[config.mk]
export PLATFORM = sky130hd
export DESIGN_NAME = servo_bus_status_packet_checker_top_flat
export DESIGN_NICKNAME = d
export VERILOG_FILES = /design/src/sbspc_pkg.sv /design/src/sbspc_if.sv /design/src/servo_bus_status_packet_checker_top.sv /design/src/flat_wrapper.sv
export SDC_FILE = /design/constraint.sdc
export NUM_CORES = 1
export LEC_CHECK = 0
export BUFFER_PORTS_ARGS = -buffer_cell sky130_fd_sc_hd__buf_2
export CORE_AREA = 2 2 109 111
export CTS_CLUSTER_SIZE = 30
export DETAILED_ROUTE_END_ITERATION = 10
export DIE_AREA = 0 0 111 113
export PLACE_DENSITY_LB_ADDON = 0.15
export SLEW_MARGIN = 20
export SYNTH_ARGS = -nofsm -noshare
export SYNTH_HDL_FRONTEND = slang
export SYNTH_SLANG_ARGS = --single-unit
[constraint.sdc]
create_clock -name clock -period 5.85 [get_ports clock]
set_input_delay 1.755 -clock clock [delete_from_list [all_inputs] [get_ports clock]]
set_output_delay 1.755 -clock clock [all_outputs]
set_load 0.05 [all_outputs]
[src/sbspc_pkg.sv]
// Package for the servo bus status packet checker.
// Holds verdict codes, protocol byte constants and the CRC-16 byte update.
// No dependencies.
`default_nettype none

package sbspc_pkg;

   // Verdict codes reported with each result
   localparam logic [2:0] VERDICT_BUSY   = 3'd0;
   localparam logic [2:0] VERDICT_OK     = 3'd1;
   localparam logic [2:0] VERDICT_BAD    = 3'd2;
   localparam logic [2:0] VERDICT_CRC    = 3'd3;
   localparam logic [2:0] VERDICT_DEVERR = 3'd4;

   // Protocol bytes
   localparam logic [7:0]  HDR_BYTE    = 8'hFF;
   localparam logic [7:0]  HDR_LAST    = 8'hFD;
   localparam logic [23:0] HDR_PATTERN = 24'hFFFFFD;
   localparam logic [7:0]  RSVD_BYTE   = 8'h00;
   localparam logic [7:0]  ID_MAX      = 8'hFC;
   localparam logic [7:0]  INST_STATUS = 8'h55;
   localparam logic [15:0] LEN_MIN     = 16'd4;
   localparam logic [15:0] MAX_LEN_RST = 16'd1024;
   localparam logic [15:0] CRC_POLY    = 16'h8005;

   // CRC-16, poly 0x8005, MSB first, one byte per call
   function automatic logic [15:0] crc_byte(input logic [15:0] crc, input logic [7:0] b);
      logic [15:0] c;
      c = crc ^ {b, 8'h00};
      for (int k = 0; k < 8; k++) begin
         if (c[15]) begin
            c = {c[14:0], 1'b0} ^ CRC_POLY;
         end else begin
            c = {c[14:0], 1'b0};
         end
      end
      return c;
   endfunction

   // CRC after the header bytes FF FF FD and reserved 00
   localparam logic [15:0] CRC_AFTER_HDR =
      crc_byte(crc_byte(crc_byte(crc_byte(16'h0000, HDR_BYTE), HDR_BYTE), HDR_LAST), RSVD_BYTE);

   // Result payload
   typedef struct packed {
      logic       frame_done;
      logic [2:0] verdict;
      logic [7:0] packet_id;
      logic [7:0] device_error;
      logic [7:0] param_byte;
      logic       param_valid;
   } result_type;

endpackage

`default_nettype wire

[src/sbspc_if.sv]
// Channel interfaces for the servo bus status packet checker.
// Byte input, result output and register write channels; no dependencies.
`default_nettype none

interface sbspc_req_if;
   logic       valid;
   logic       ready;
   logic [7:0] rx_byte;
   modport source (output valid, output rx_byte, input ready);
   modport sink   (input valid, input rx_byte, output ready);
endinterface

interface sbspc_rsp_if;
   logic       valid;
   logic       ready;
   logic       frame_done;
   logic [2:0] verdict;
   logic [7:0] packet_id;
   logic [7:0] device_error;
   logic [7:0] param_byte;
   logic       param_valid;
   modport source (output valid, output frame_done, output verdict, output packet_id,
                   output device_error, output param_byte, output param_valid,
                   input ready);
   modport sink   (input valid, input frame_done, input verdict, input packet_id,
                   input device_error, input param_byte, input param_valid,
                   output ready);
endinterface

interface sbspc_csr_if;
   logic        valid;
   logic        ready;
   logic [15:0] data;
   modport source (output valid, output data, input ready);
   modport sink   (input valid, input data, output ready);
endinterface

`default_nettype wire

[src/servo_bus_status_packet_checker_top.sv]
// Top level of the servo bus status packet checker.
// Uses sbspc_pkg and the channel interfaces in sbspc_if.sv.
//
//   channel  dir  payload                                         role
//   req_ch   in   rx_byte[7:0]                                    received bus bytes
//   rsp_ch   out  frame_done, verdict, packet_id, device_error,   one result per byte
//                 param_byte, param_valid
//   csr_ch   in   data[15:0]                                      max_length register
//
// One byte per cycle sustained while rsp_ch takes each result; the result is registered.
// Input register, then a single pass of parse and CRC logic into the result register.
// The result register is the only stall point: a stalled result holds while one
// more byte waits in the input register. Reset is synchronous and returns the
// parser to header hunt with max_length at 1024. csr_ch is always ready.
`default_nettype none

module servo_bus_status_packet_checker_top (
   input wire logic    clock,
   input wire logic    reset,
   sbspc_req_if.sink   req_ch,
   sbspc_rsp_if.source rsp_ch,
   sbspc_csr_if.sink   csr_ch
);

   // Parser phase codes
   localparam logic [3:0] PH_HUNT  = 4'd0;
   localparam logic [3:0] PH_ID    = 4'd1;
   localparam logic [3:0] PH_LEN_L = 4'd2;
   localparam logic [3:0] PH_LEN_H = 4'd3;
   localparam logic [3:0] PH_INST  = 4'd4;
   localparam logic [3:0] PH_ERR   = 4'd5;
   localparam logic [3:0] PH_PARAM = 4'd6;
   localparam logic [3:0] PH_CRC_L = 4'd7;
   localparam logic [3:0] PH_CRC_H = 4'd8;

   // Pipeline registers
   logic                    in_valid_ff, in_valid_in;
   logic [7:0]              in_byte_ff, in_byte_in;
   logic                    out_valid_ff, out_valid_in;
   sbspc_pkg::result_type   out_ff, out_in;

   // Parser state
   logic [23:0] recent_ff, recent_in;
   logic [3:0]  phase_ff, phase_in;
   logic [15:0] crc_ff, crc_in;
   logic [7:0]  len_low_ff, len_low_in;
   logic [15:0] left_ff, left_in;
   logic [7:0]  id_ff, id_in;
   logic [7:0]  err_ff, err_in;
   logic [7:0]  crc_low_ff, crc_low_in;
   logic [15:0] max_len_ff, max_len_in;

   logic        advance;
   logic [7:0]  b;
   logic [15:0] crc_next;
   logic [15:0] len_full;
   logic [15:0] left_dec;
   logic        done;
   logic [2:0]  verdict;
   logic        pvalid;

   // Handshakes: result register frees when empty or taken
   assign advance      = in_valid_ff && (!out_valid_ff || rsp_ch.ready);
   assign req_ch.ready = !in_valid_ff || advance;
   assign csr_ch.ready = 1'b1;

   assign in_valid_in = req_ch.ready ? req_ch.valid : in_valid_ff;
   assign in_byte_in  = (req_ch.valid && req_ch.ready) ? req_ch.rx_byte : in_byte_ff;
   assign max_len_in  = (csr_ch.valid && csr_ch.ready) ? csr_ch.data : max_len_ff;

   assign b        = in_byte_ff;
   assign crc_next = sbspc_pkg::crc_byte(crc_ff, b);
   assign len_full = {b, len_low_ff};
   assign left_dec = left_ff - 16'd1;

   // Parse one byte
   always_comb begin
      recent_in  = recent_ff;
      phase_in   = phase_ff;
      crc_in     = crc_ff;
      len_low_in = len_low_ff;
      left_in    = left_ff;
      id_in      = id_ff;
      err_in     = err_ff;
      crc_low_in = crc_low_ff;
      done       = 1'b0;
      verdict    = sbspc_pkg::VERDICT_BUSY;
      pvalid     = 1'b0;
      case (phase_ff)
         PH_ID: begin
            crc_in = crc_next;
            if (b > sbspc_pkg::ID_MAX) begin
               done = 1'b1; verdict = sbspc_pkg::VERDICT_BAD;
               phase_in = PH_HUNT; recent_in = '0;
            end else begin
               id_in = b; phase_in = PH_LEN_L;
            end
         end
         PH_LEN_L: begin
            crc_in = crc_next; len_low_in = b; phase_in = PH_LEN_H;
         end
         PH_LEN_H: begin
            crc_in = crc_next;
            if (len_full < sbspc_pkg::LEN_MIN || len_full > max_len_ff) begin
               done = 1'b1; verdict = sbspc_pkg::VERDICT_BAD;
               phase_in = PH_HUNT; recent_in = '0;
            end else begin
               left_in = len_full - sbspc_pkg::LEN_MIN; phase_in = PH_INST;
            end
         end
         PH_INST: begin
            crc_in = crc_next;
            if (b != sbspc_pkg::INST_STATUS) begin
               done = 1'b1; verdict = sbspc_pkg::VERDICT_BAD;
               phase_in = PH_HUNT; recent_in = '0;
            end else begin
               phase_in = PH_ERR;
            end
         end
         PH_ERR: begin
            crc_in   = crc_next;
            err_in   = b;
            phase_in = (left_ff != 16'd0) ? PH_PARAM : PH_CRC_L;
         end
         PH_PARAM: begin
            crc_in  = crc_next;
            pvalid  = 1'b1;
            left_in = left_dec;
            if (left_dec == 16'd0) begin
               phase_in = PH_CRC_L;
            end
         end
         PH_CRC_L: begin
            crc_low_in = b; phase_in = PH_CRC_H;
         end
         PH_CRC_H: begin
            done = 1'b1;
            if ({b, crc_low_ff} != crc_ff) begin
               verdict = sbspc_pkg::VERDICT_CRC;
            end else if (err_ff != 8'd0) begin
               verdict = sbspc_pkg::VERDICT_DEVERR;
            end else begin
               verdict = sbspc_pkg::VERDICT_OK;
            end
            phase_in = PH_HUNT; recent_in = '0;
         end
         default: begin
            // header hunt; FF FF FD FD is a stuffed header
            if (recent_ff == sbspc_pkg::HDR_PATTERN && b != sbspc_pkg::HDR_LAST) begin
               recent_in = '0;
               if (b == sbspc_pkg::RSVD_BYTE) begin
                  crc_in   = sbspc_pkg::CRC_AFTER_HDR;
                  id_in    = 8'd0;
                  err_in   = 8'd0;
                  phase_in = PH_ID;
               end else begin
                  done = 1'b1; verdict = sbspc_pkg::VERDICT_BAD;
                  phase_in = PH_HUNT;
               end
            end else begin
               phase_in  = PH_HUNT;
               recent_in = {recent_ff[15:0], b};
            end
         end
      endcase
   end

   // Result register contents
   always_comb begin
      out_in.frame_done   = done;
      out_in.verdict      = verdict;
      out_in.packet_id    = id_in;
      out_in.device_error = err_in;
      out_in.param_byte   = pvalid ? b : 8'd0;
      out_in.param_valid  = pvalid;
   end

   assign out_valid_in = advance ? 1'b1 : (out_valid_ff && !rsp_ch.ready);

   // Registers
   always_ff @(posedge clock) begin
      if (reset) begin
         in_valid_ff  <= 1'b0;
         out_valid_ff <= 1'b0;
         recent_ff    <= '0;
         phase_ff     <= PH_HUNT;
         crc_ff       <= '0;
         len_low_ff   <= '0;
         left_ff      <= '0;
         id_ff        <= '0;
         err_ff       <= '0;
         crc_low_ff   <= '0;
         max_len_ff   <= sbspc_pkg::MAX_LEN_RST;
      end else begin
         in_valid_ff  <= in_valid_in;
         out_valid_ff <= out_valid_in;
         max_len_ff   <= max_len_in;
         if (advance) begin
            recent_ff  <= recent_in;
            phase_ff   <= phase_in;
            crc_ff     <= crc_in;
            len_low_ff <= len_low_in;
            left_ff    <= left_in;
            id_ff      <= id_in;
            err_ff     <= err_in;
            crc_low_ff <= crc_low_in;
         end
      end
   end

   // Payload registers
   always_ff @(posedge clock) begin
      in_byte_ff <= in_byte_in;
      if (advance) begin
         out_ff <= out_in;
      end
   end

   assign rsp_ch.valid        = out_valid_ff;
   assign rsp_ch.frame_done   = out_ff.frame_done;
   assign rsp_ch.verdict      = out_ff.verdict;
   assign rsp_ch.packet_id    = out_ff.packet_id;
   assign rsp_ch.device_error = out_ff.device_error;
   assign rsp_ch.param_byte   = out_ff.param_byte;
   assign rsp_ch.param_valid  = out_ff.param_valid;

   // Checks
   a_done_has_verdict: assert property (@(posedge clock) disable iff (reset)
      out_valid_ff && out_ff.frame_done |-> out_ff.verdict != sbspc_pkg::VERDICT_BUSY)
      else $error("finished packet without verdict");

   a_busy_verdict: assert property (@(posedge clock) disable iff (reset)
      out_valid_ff && !out_ff.frame_done |-> out_ff.verdict == sbspc_pkg::VERDICT_BUSY)
      else $error("verdict given while packet in progress");

   a_param_not_done: assert property (@(posedge clock) disable iff (reset)
      out_valid_ff && out_ff.param_valid |-> !out_ff.frame_done)
      else $error("parameter byte flagged on packet end");

   a_done_rehunt: assert property (@(posedge clock) disable iff (reset)
      advance && done |=> phase_ff == PH_HUNT && recent_ff == 24'd0)
      else $error("parser did not return to hunt after packet end");

   a_no_loss: assert property (@(posedge clock) disable iff (reset)
      in_valid_ff && out_valid_ff && !rsp_ch.ready |=> in_valid_ff)
      else $error("queued byte dropped during result stall");

endmodule

`default_nettype wire
[src/flat_wrapper.sv]
// flat-port wrapper written by rule: the top's interface ports become plain ports
module servo_bus_status_packet_checker_top_flat 
  (clock, reset, req_ch_valid, req_ch_rx_byte, req_ch_ready, rsp_ch_valid, rsp_ch_frame_done, rsp_ch_verdict, rsp_ch_packet_id, rsp_ch_device_error, rsp_ch_param_byte, rsp_ch_param_valid, rsp_ch_ready, csr_ch_valid, csr_ch_data, csr_ch_ready);
  sbspc_req_if req_ch_i ();
  sbspc_rsp_if rsp_ch_i ();
  sbspc_csr_if csr_ch_i ();
  input wire logic clock;
  input wire logic reset;
  input wire logic [$bits(req_ch_i.valid)-1:0] req_ch_valid;
  input wire logic [$bits(req_ch_i.rx_byte)-1:0] req_ch_rx_byte;
  output wire logic [$bits(req_ch_i.ready)-1:0] req_ch_ready;
  output wire logic [$bits(rsp_ch_i.valid)-1:0] rsp_ch_valid;
  output wire logic [$bits(rsp_ch_i.frame_done)-1:0] rsp_ch_frame_done;
  output wire logic [$bits(rsp_ch_i.verdict)-1:0] rsp_ch_verdict;
  output wire logic [$bits(rsp_ch_i.packet_id)-1:0] rsp_ch_packet_id;
  output wire logic [$bits(rsp_ch_i.device_error)-1:0] rsp_ch_device_error;
  output wire logic [$bits(rsp_ch_i.param_byte)-1:0] rsp_ch_param_byte;
  output wire logic [$bits(rsp_ch_i.param_valid)-1:0] rsp_ch_param_valid;
  input wire logic [$bits(rsp_ch_i.ready)-1:0] rsp_ch_ready;
  input wire logic [$bits(csr_ch_i.valid)-1:0] csr_ch_valid;
  input wire logic [$bits(csr_ch_i.data)-1:0] csr_ch_data;
  output wire logic [$bits(csr_ch_i.ready)-1:0] csr_ch_ready;
  assign req_ch_i.valid = req_ch_valid;
  assign req_ch_i.rx_byte = req_ch_rx_byte;
  assign req_ch_ready = req_ch_i.ready;
  assign rsp_ch_valid = rsp_ch_i.valid;
  assign rsp_ch_frame_done = rsp_ch_i.frame_done;
  assign rsp_ch_verdict = rsp_ch_i.verdict;
  assign rsp_ch_packet_id = rsp_ch_i.packet_id;
  assign rsp_ch_device_error = rsp_ch_i.device_error;
  assign rsp_ch_param_byte = rsp_ch_i.param_byte;
  assign rsp_ch_param_valid = rsp_ch_i.param_valid;
  assign rsp_ch_i.ready = rsp_ch_ready;
  assign csr_ch_i.valid = csr_ch_valid;
  assign csr_ch_i.data = csr_ch_data;
  assign csr_ch_ready = csr_ch_i.ready;
  servo_bus_status_packet_checker_top u_core (.clock(clock), .reset(reset), .req_ch(req_ch_i), .rsp_ch(rsp_ch_i), .csr_ch(csr_ch_i));
endmodule
# --- Yosys cells after proc, flatten, opt, wreduce, memory -nomap -nowiden ---
# Index checks and enable logic that the tools add are counted.
totals:
  ff_bits: 147
  input_bits: 29
  output_inout_bits: 32
op_classes:
  n_bitwise: 11
  mux: 49
  n_lt_le_gt_ge: 3
  reduce_logical: 28
  n_addsub: 2
  eq_ne: 17
op_table:
  columns: ["cell", "count"]
  rows:
  - ["2-to-1 mux 16 bit", 11]
  - ["one-hot mux 24 bit (5 select lines)", 1]
  - ["2-to-1 mux 24 bit", 4]
  - ["one-hot mux 16 bit (2 select lines)", 2]
  - ["2-to-1 mux 8 bit", 5]
  - ["one-hot mux 4 bit (8 select lines)", 1]
  - ["one-hot mux 8 bit (2 select lines)", 2]
  - ["equality test 24 bit, second input constant", 1]
  - ["inverter 3 bit", 8]
  - ["equality test 4 x 3 -> 1 bit, second input constant", 4]
  - ["> comparator 16 bit", 1]
  - ["logical NOT 16 bit", 1]
  - ["< comparator 16 x 3 -> 1 bit, second input constant", 1]
  - ["!= test 16 bit", 1]
  - ["nonzero test 16 bit", 1]
  - ["subtractor 16 x 1 -> 16 bit, second input constant", 1]
  - ["subtractor 16 x 3 -> 16 bit, second input constant", 1]
  - ["XOR 16 bit", 1]
  - ["2-to-1 mux 3 bit", 5]
  - ["one-hot mux 3 bit (5 select lines)", 1]
  - ["OR reduction 7 bit", 2]
  - ["2-to-1 mux 1 bit", 10]
  - ["2-to-1 mux 2 bit", 5]
  - ["equality test 4 x 2 -> 1 bit, second input constant", 2]
  - ["23 further kinds", 38]

# --- Depth between registers and ports, before layout ---
depth:
  word_depth: 18
  ltp_mapped: 11

# --- Worst setup path before layout ---
# OpenSTA, ideal clock, no wires.
synth_timing:
  path_type: "in2out"
  start: "in rsp_ch_ready"
  end: "out req_ch_ready"
  t_arrival_ps: 2259
  cell_stages: 2
  n_path_buf: 0
  path_slack_ps: 1836
  path_cell_list: "nor2b_1 nand2_1"
synth_via:
  elab_chain_cells: 3
synth_rtl:
  columns: ["element", "line", "text"]
  rows:
  - ["from (decl)", "flat_wrapper.sv:19", "input wire logic [$bits(rsp_ch_i.ready)-1:0] rsp_ch_ready;"]
  - ["logical OR 1 bit", "servo_bus_status_packet_checker_top.sv:63", "assign advance = in_valid_ff && (!out_valid_ff || rsp_ch.ready);"]
  - ["logical AND 1 bit", "servo_bus_status_packet_checker_top.sv:63", null]
  - ["logical OR 1 bit", "servo_bus_status_packet_checker_top.sv:64", "assign req_ch.ready = !in_valid_ff || advance;"]
  - ["to (decl)", "flat_wrapper.sv:11", "output wire logic [$bits(req_ch_i.ready)-1:0] req_ch_ready;"]
# No other way between the ends.

# --- Worst setup path in the final report ---
# Same ends and word-level chain as after synthesis.

==> key figures <==
Clock tree
  • TritonCTS clock tree: built
  • Cts bufs inserted: 17
  • PostCTS Resize Cnt: 0
  • Maximum level of the CTS H-tree: 4
  • Maximum clock path buffer count: 2
  • Buffers inserted by post-CTS timing repair: 0
  • Clock latency on the worst-skew pair: 0.42 ns
  • Post-CTS Hold Buffers: 0
  • # clock sinks: 147
  • Clock tree root buffer cell: sky130_fd_sc_hd__clkbuf_16
  • Clock-pin slew of the registers on the worst-case setup and hold paths: 0.05 ns

Finish
  • Antenna fix cells: 0
  • Post-Route Utilization: 71.21%
  • Area added between synthesis and finish: 11.84%
  • # nets final: 843
  • Proportion of layout cells with a drive suffix above 1: 13.33%
  • Final instance area: 0.008026 mm²

Yosys
  • Post-synthesis register bit count: 147
  • Cell count after synthesis: 761
  • Leading cell types by total area after synthesis: sky130_fd_sc_hd__dfxtp_1 31%, sky130_fd_sc_hd__edfxtp_1 15%, sky130_fd_sc_hd__nor2_1 5.0%
  • Synthesized net count: 814
  • Mapped cell area: 0.007177 mm²
  • Leading register cell type out of synthesis: sky130_fd_sc_hd__dfxtp_1
  • Library cell with the largest summed area after synthesis: sky130_fd_sc_hd__dfxtp_1
  • EDFF count, synth: 37
  • Average footprint of a synthesized cell: 9.431 µm²
  • Sequential-to-total area share from yosys stat: 46.16%
  • Proportion of synthesized flip-flops having asynchronous set or reset: 0%
  • Number of synthesis warnings: 0
  • Share of the synthesized area in the top cell type: 30.68%
  • Synth unique cells: 64

Placement
  • Placed standard-cell area: 0.007460 mm²
  • Placement-stage worst setup slack: 1.403 ns
  • Count of buffers inserted at the top-level ports: 59
  • Placer Congestion: 0.9395
  • Detailed-placement wirelength estimate: 11.25 mm

Timing
  • Layout Skew: 0.01074 ns
  • Pin slew with the least headroom to its limit: 1.023 ns
  • Setup TNS: 0 ns
  • Final-report hold violation count: 0
  • Count of final max-slew check failures: 0
  • Post-layout worst setup margin: 1.730 ns
  • Shortest period the worst path allows: 4.120 ns
  • Maximum clock frequency: 242.7 MHz
  • Normalized max-slew margin: 31.57%
  • Share of the clock period used by the worst path after layout: 70.42%
  • Final setup violation count: 0
  • Unrepaired setup endpoints after global routing: no

Worst setup path
  • Depth of the most critical reg-to-reg path: 8
  • WP data arrival: 2.36 ns
  • Startpoint Class: input pin
  • Start-to-end type of the worst setup path: in -> out
  • WP data required: 4.09 ns
  • R2r startpoint: u_core.b[6]
  • Worst-path fanout max: 4
  • Type of destination of the critical path: output port
  • FF-to-FF End: u_core.left_ff[15]
  • R2R Setup Slk: 2.39 ns

Route
  • Per-cell routed wire length: 18.41 µm
  • Detailed-route DRC error count: 0
  • Number of routed nets with antenna violations: 0
  • Via count: 6045
  • 1st-iter DRT viols: 590
  • Total Routed Length: 17.41 mm
  • Vias per Instance: 6.390
  • Number of optimization iterations in the first detailed-route pass: 7

Outcome
  • Result of the run: complete, no violations

Die
  • Cell row count: 39
  • Die extent in y: 113 µm
  • Number of top-level pins: 61
  • DIE WIDTH: 111 µm
  • Die ar.: 0.01254 mm²
  • Core region area: 0.01127 mm²
  • Initial core utilization: 63.67%

Global route
  • GRT overflow: 0
  • Wire length of the first global-routing pass: 28.25 mm
  • Number of antenna violations at the first check in global routing: 0
  • Via count of the first global-routing pass: 5728
  • Global-route usage over all layers: 28.11%
  • Pin count of the biggest net entering global routing: 55

Hold path
  • Hold path cells: 1
  • HP Class: reg -> reg
  • Terminating pin of the worst hold path: u_core.recent_ff[21]
  • Hold path startpoint: u_core.recent_ff[21]

Run
  • Count of maximum capacitance violations: 0

Power
  • PD cells: 295.1 mW/mm²
  • Max VDD drop: 0.3092 mV
  • Internal power consumption: 1.766 mW
  • Leak pwr: 3.266 nW
  • Comb power frac: 10.9%
  • Switching power total: 603.1 µW
  • Post-layout power: 2.369 mW
  • Power share of the clock group: 42.5%
  • Switching portion of total power: 25.46%
  • Proportion of power drawn by flip-flops and latches: 46.6%
through the flow:
stage | hold slack, ns | cells
floorplan | 0.4419 | 761
CTS | 0.4790 | 946
finish | 0.4800 | 946
global placement | 0.4588 | 914
global route | 0.4945 | 946
detailed placement | 0.4632 | 914
power by group through the flow:
stage	clock network [mW]	registers (mW)	logic [mW]
2_1_floorplan	0	1.14	0.175
3_3_place_gp	0	1.12	0.244
3_5_place_dp	0	1.12	0.252
4_1_cts	1.02	1.10	0.254
5_1_grt	1.06	1.11	0.282
6_report	1.01	1.10	0.258
Yosys cell counts, drive strengths merged, types with 2 or more instances:
library cell and count:
a211oi 2, a21oi 39, a221oi 6, a22o 40
a22oi 19, a31oi 7, a32o 8, and2 5
and3 14, buf 23, clkbuf 32, dfxtp 110
edfxtp 37, ha 24, inv 30, mux2i 34
nand2 31, nand2b 9, nand3 18, nand3b 2
nand4 11, nor2 95, nor2b 6, nor3 25
nor4 8, o211ai 5, o21a 3, o21ai 36
o22ai 5, o311ai 2, o31ai 6, o41ai 3
or3 9, or4 3, xnor2 23, xor2 14
flip-flops by register name, summed over array words and instances (netlist names), 16 cells and up:
register           flops
u_core.crc_ff         16
u_core.left_ff        16
u_core.max_len_ff     16
u_core.recent_ff      24
worst max-delay path, stage by stage:
cell and delay (ns):
sky130_fd_sc_hd__buf_2 0.10, sky130_fd_sc_hd__nor2b_1 0.20, sky130_fd_sc_hd__nand2_1 0.09, sky130_fd_sc_hd__buf_2 0.21
metal layers:
layer | vias to the layer above | part of all wire, % | global-route usage (%)
li1 | 2828 | - | -
met1 | 2855 | 42 | 36.16
met2 | 300 | 46 | 45.44
met3 | 62 | 8.4 | 7.552
met4 | 0 | 3.2 | 11.42
met5 | - | 0 | 0
how the worst max path moves through the flow:
stage | end | slack (ns) | startpoint | depth (start not counted)
final | req_ch_ready | 1.73 | rsp_ch_ready | 4
after global routing | u_core.crc_ff[12] | 1.51 | rsp_ch_ready | 9
after CTS | req_ch_ready | 1.72 | rsp_ch_ready | 4
after detailed placement | u_core.crc_ff[8] | 1.40 | rsp_ch_ready | 9
after global placement | u_core.crc_ff[7] | 1.62 | rsp_ch_ready | 9
after floorplan | req_ch_ready | 1.84 | rsp_ch_ready | 2
area by class of cell:
type / count / area [µm²]
inverter: 31 / 116.4
fill: 844 / 3246
sequential: 147 / 3313
clock buffer: 24 / 505.5
clock inverter: 8 / 52.55
multi-input combinational: 528 / 3520
tap: 143 / 178.9
timing repair buffer: 65 / 340.3
kinds of logic (layout without fill, tap and decap cells):
logic type	count (synthesis)	in the layout	share of synthesized area (%)
adder cells (fa/ha/maj)	24	24	4.184
flip-flops	147	147	46.16
multiplexers	34	34	4.742
AND/OR/NAND/NOR	241	241	16.39
other	1	1	0.05225
buffers and inverters	86	128	4.916
AO/OA/AOI/OAI	190	190	18.72
XOR/XNOR	38	38	4.829
placed cells by master (no fill, tap or decap), types with 4 or more instances in the layout:
| master | instances |
|---|---|
| sky130_fd_sc_hd__nand2b_1 | 9 |
| sky130_fd_sc_hd__clkbuf_16 | 17 |
| sky130_fd_sc_hd__edfxtp_1 | 37 |
| sky130_fd_sc_hd__a22oi_1 | 19 |
| sky130_fd_sc_hd__clkbuf_8 | 5 |
| sky130_fd_sc_hd__nand3_1 | 18 |
| sky130_fd_sc_hd__a32o_1 | 8 |
| sky130_fd_sc_hd__o31ai_1 | 5 |
| sky130_fd_sc_hd__a21oi_1 | 39 |
| sky130_fd_sc_hd__nor3_1 | 23 |
| sky130_fd_sc_hd__nor2b_1 | 6 |
| sky130_fd_sc_hd__and3_1 | 14 |
| sky130_fd_sc_hd__o21ai_0 | 33 |
| sky130_fd_sc_hd__xnor2_1 | 23 |
| sky130_fd_sc_hd__nand4_1 | 11 |
| sky130_fd_sc_hd__xor2_1 | 14 |
| sky130_fd_sc_hd__nor4_1 | 8 |
| sky130_fd_sc_hd__a31oi_1 | 6 |
| sky130_fd_sc_hd__a22o_1 | 40 |
| sky130_fd_sc_hd__buf_4 | 6 |
| sky130_fd_sc_hd__nand2_1 | 31 |
| sky130_fd_sc_hd__ha_1 | 24 |
| sky130_fd_sc_hd__o22ai_1 | 5 |
| sky130_fd_sc_hd__inv_1 | 30 |
| sky130_fd_sc_hd__clkinv_2 | 4 |
| sky130_fd_sc_hd__mux2i_1 | 34 |
| sky130_fd_sc_hd__or3_1 | 8 |
| sky130_fd_sc_hd__a221oi_1 | 6 |
| sky130_fd_sc_hd__buf_2 | 59 |
| sky130_fd_sc_hd__nor2_1 | 95 |
| sky130_fd_sc_hd__and2_1 | 5 |
| sky130_fd_sc_hd__dfxtp_1 | 110 |
(Power assumes the default switching activity.)
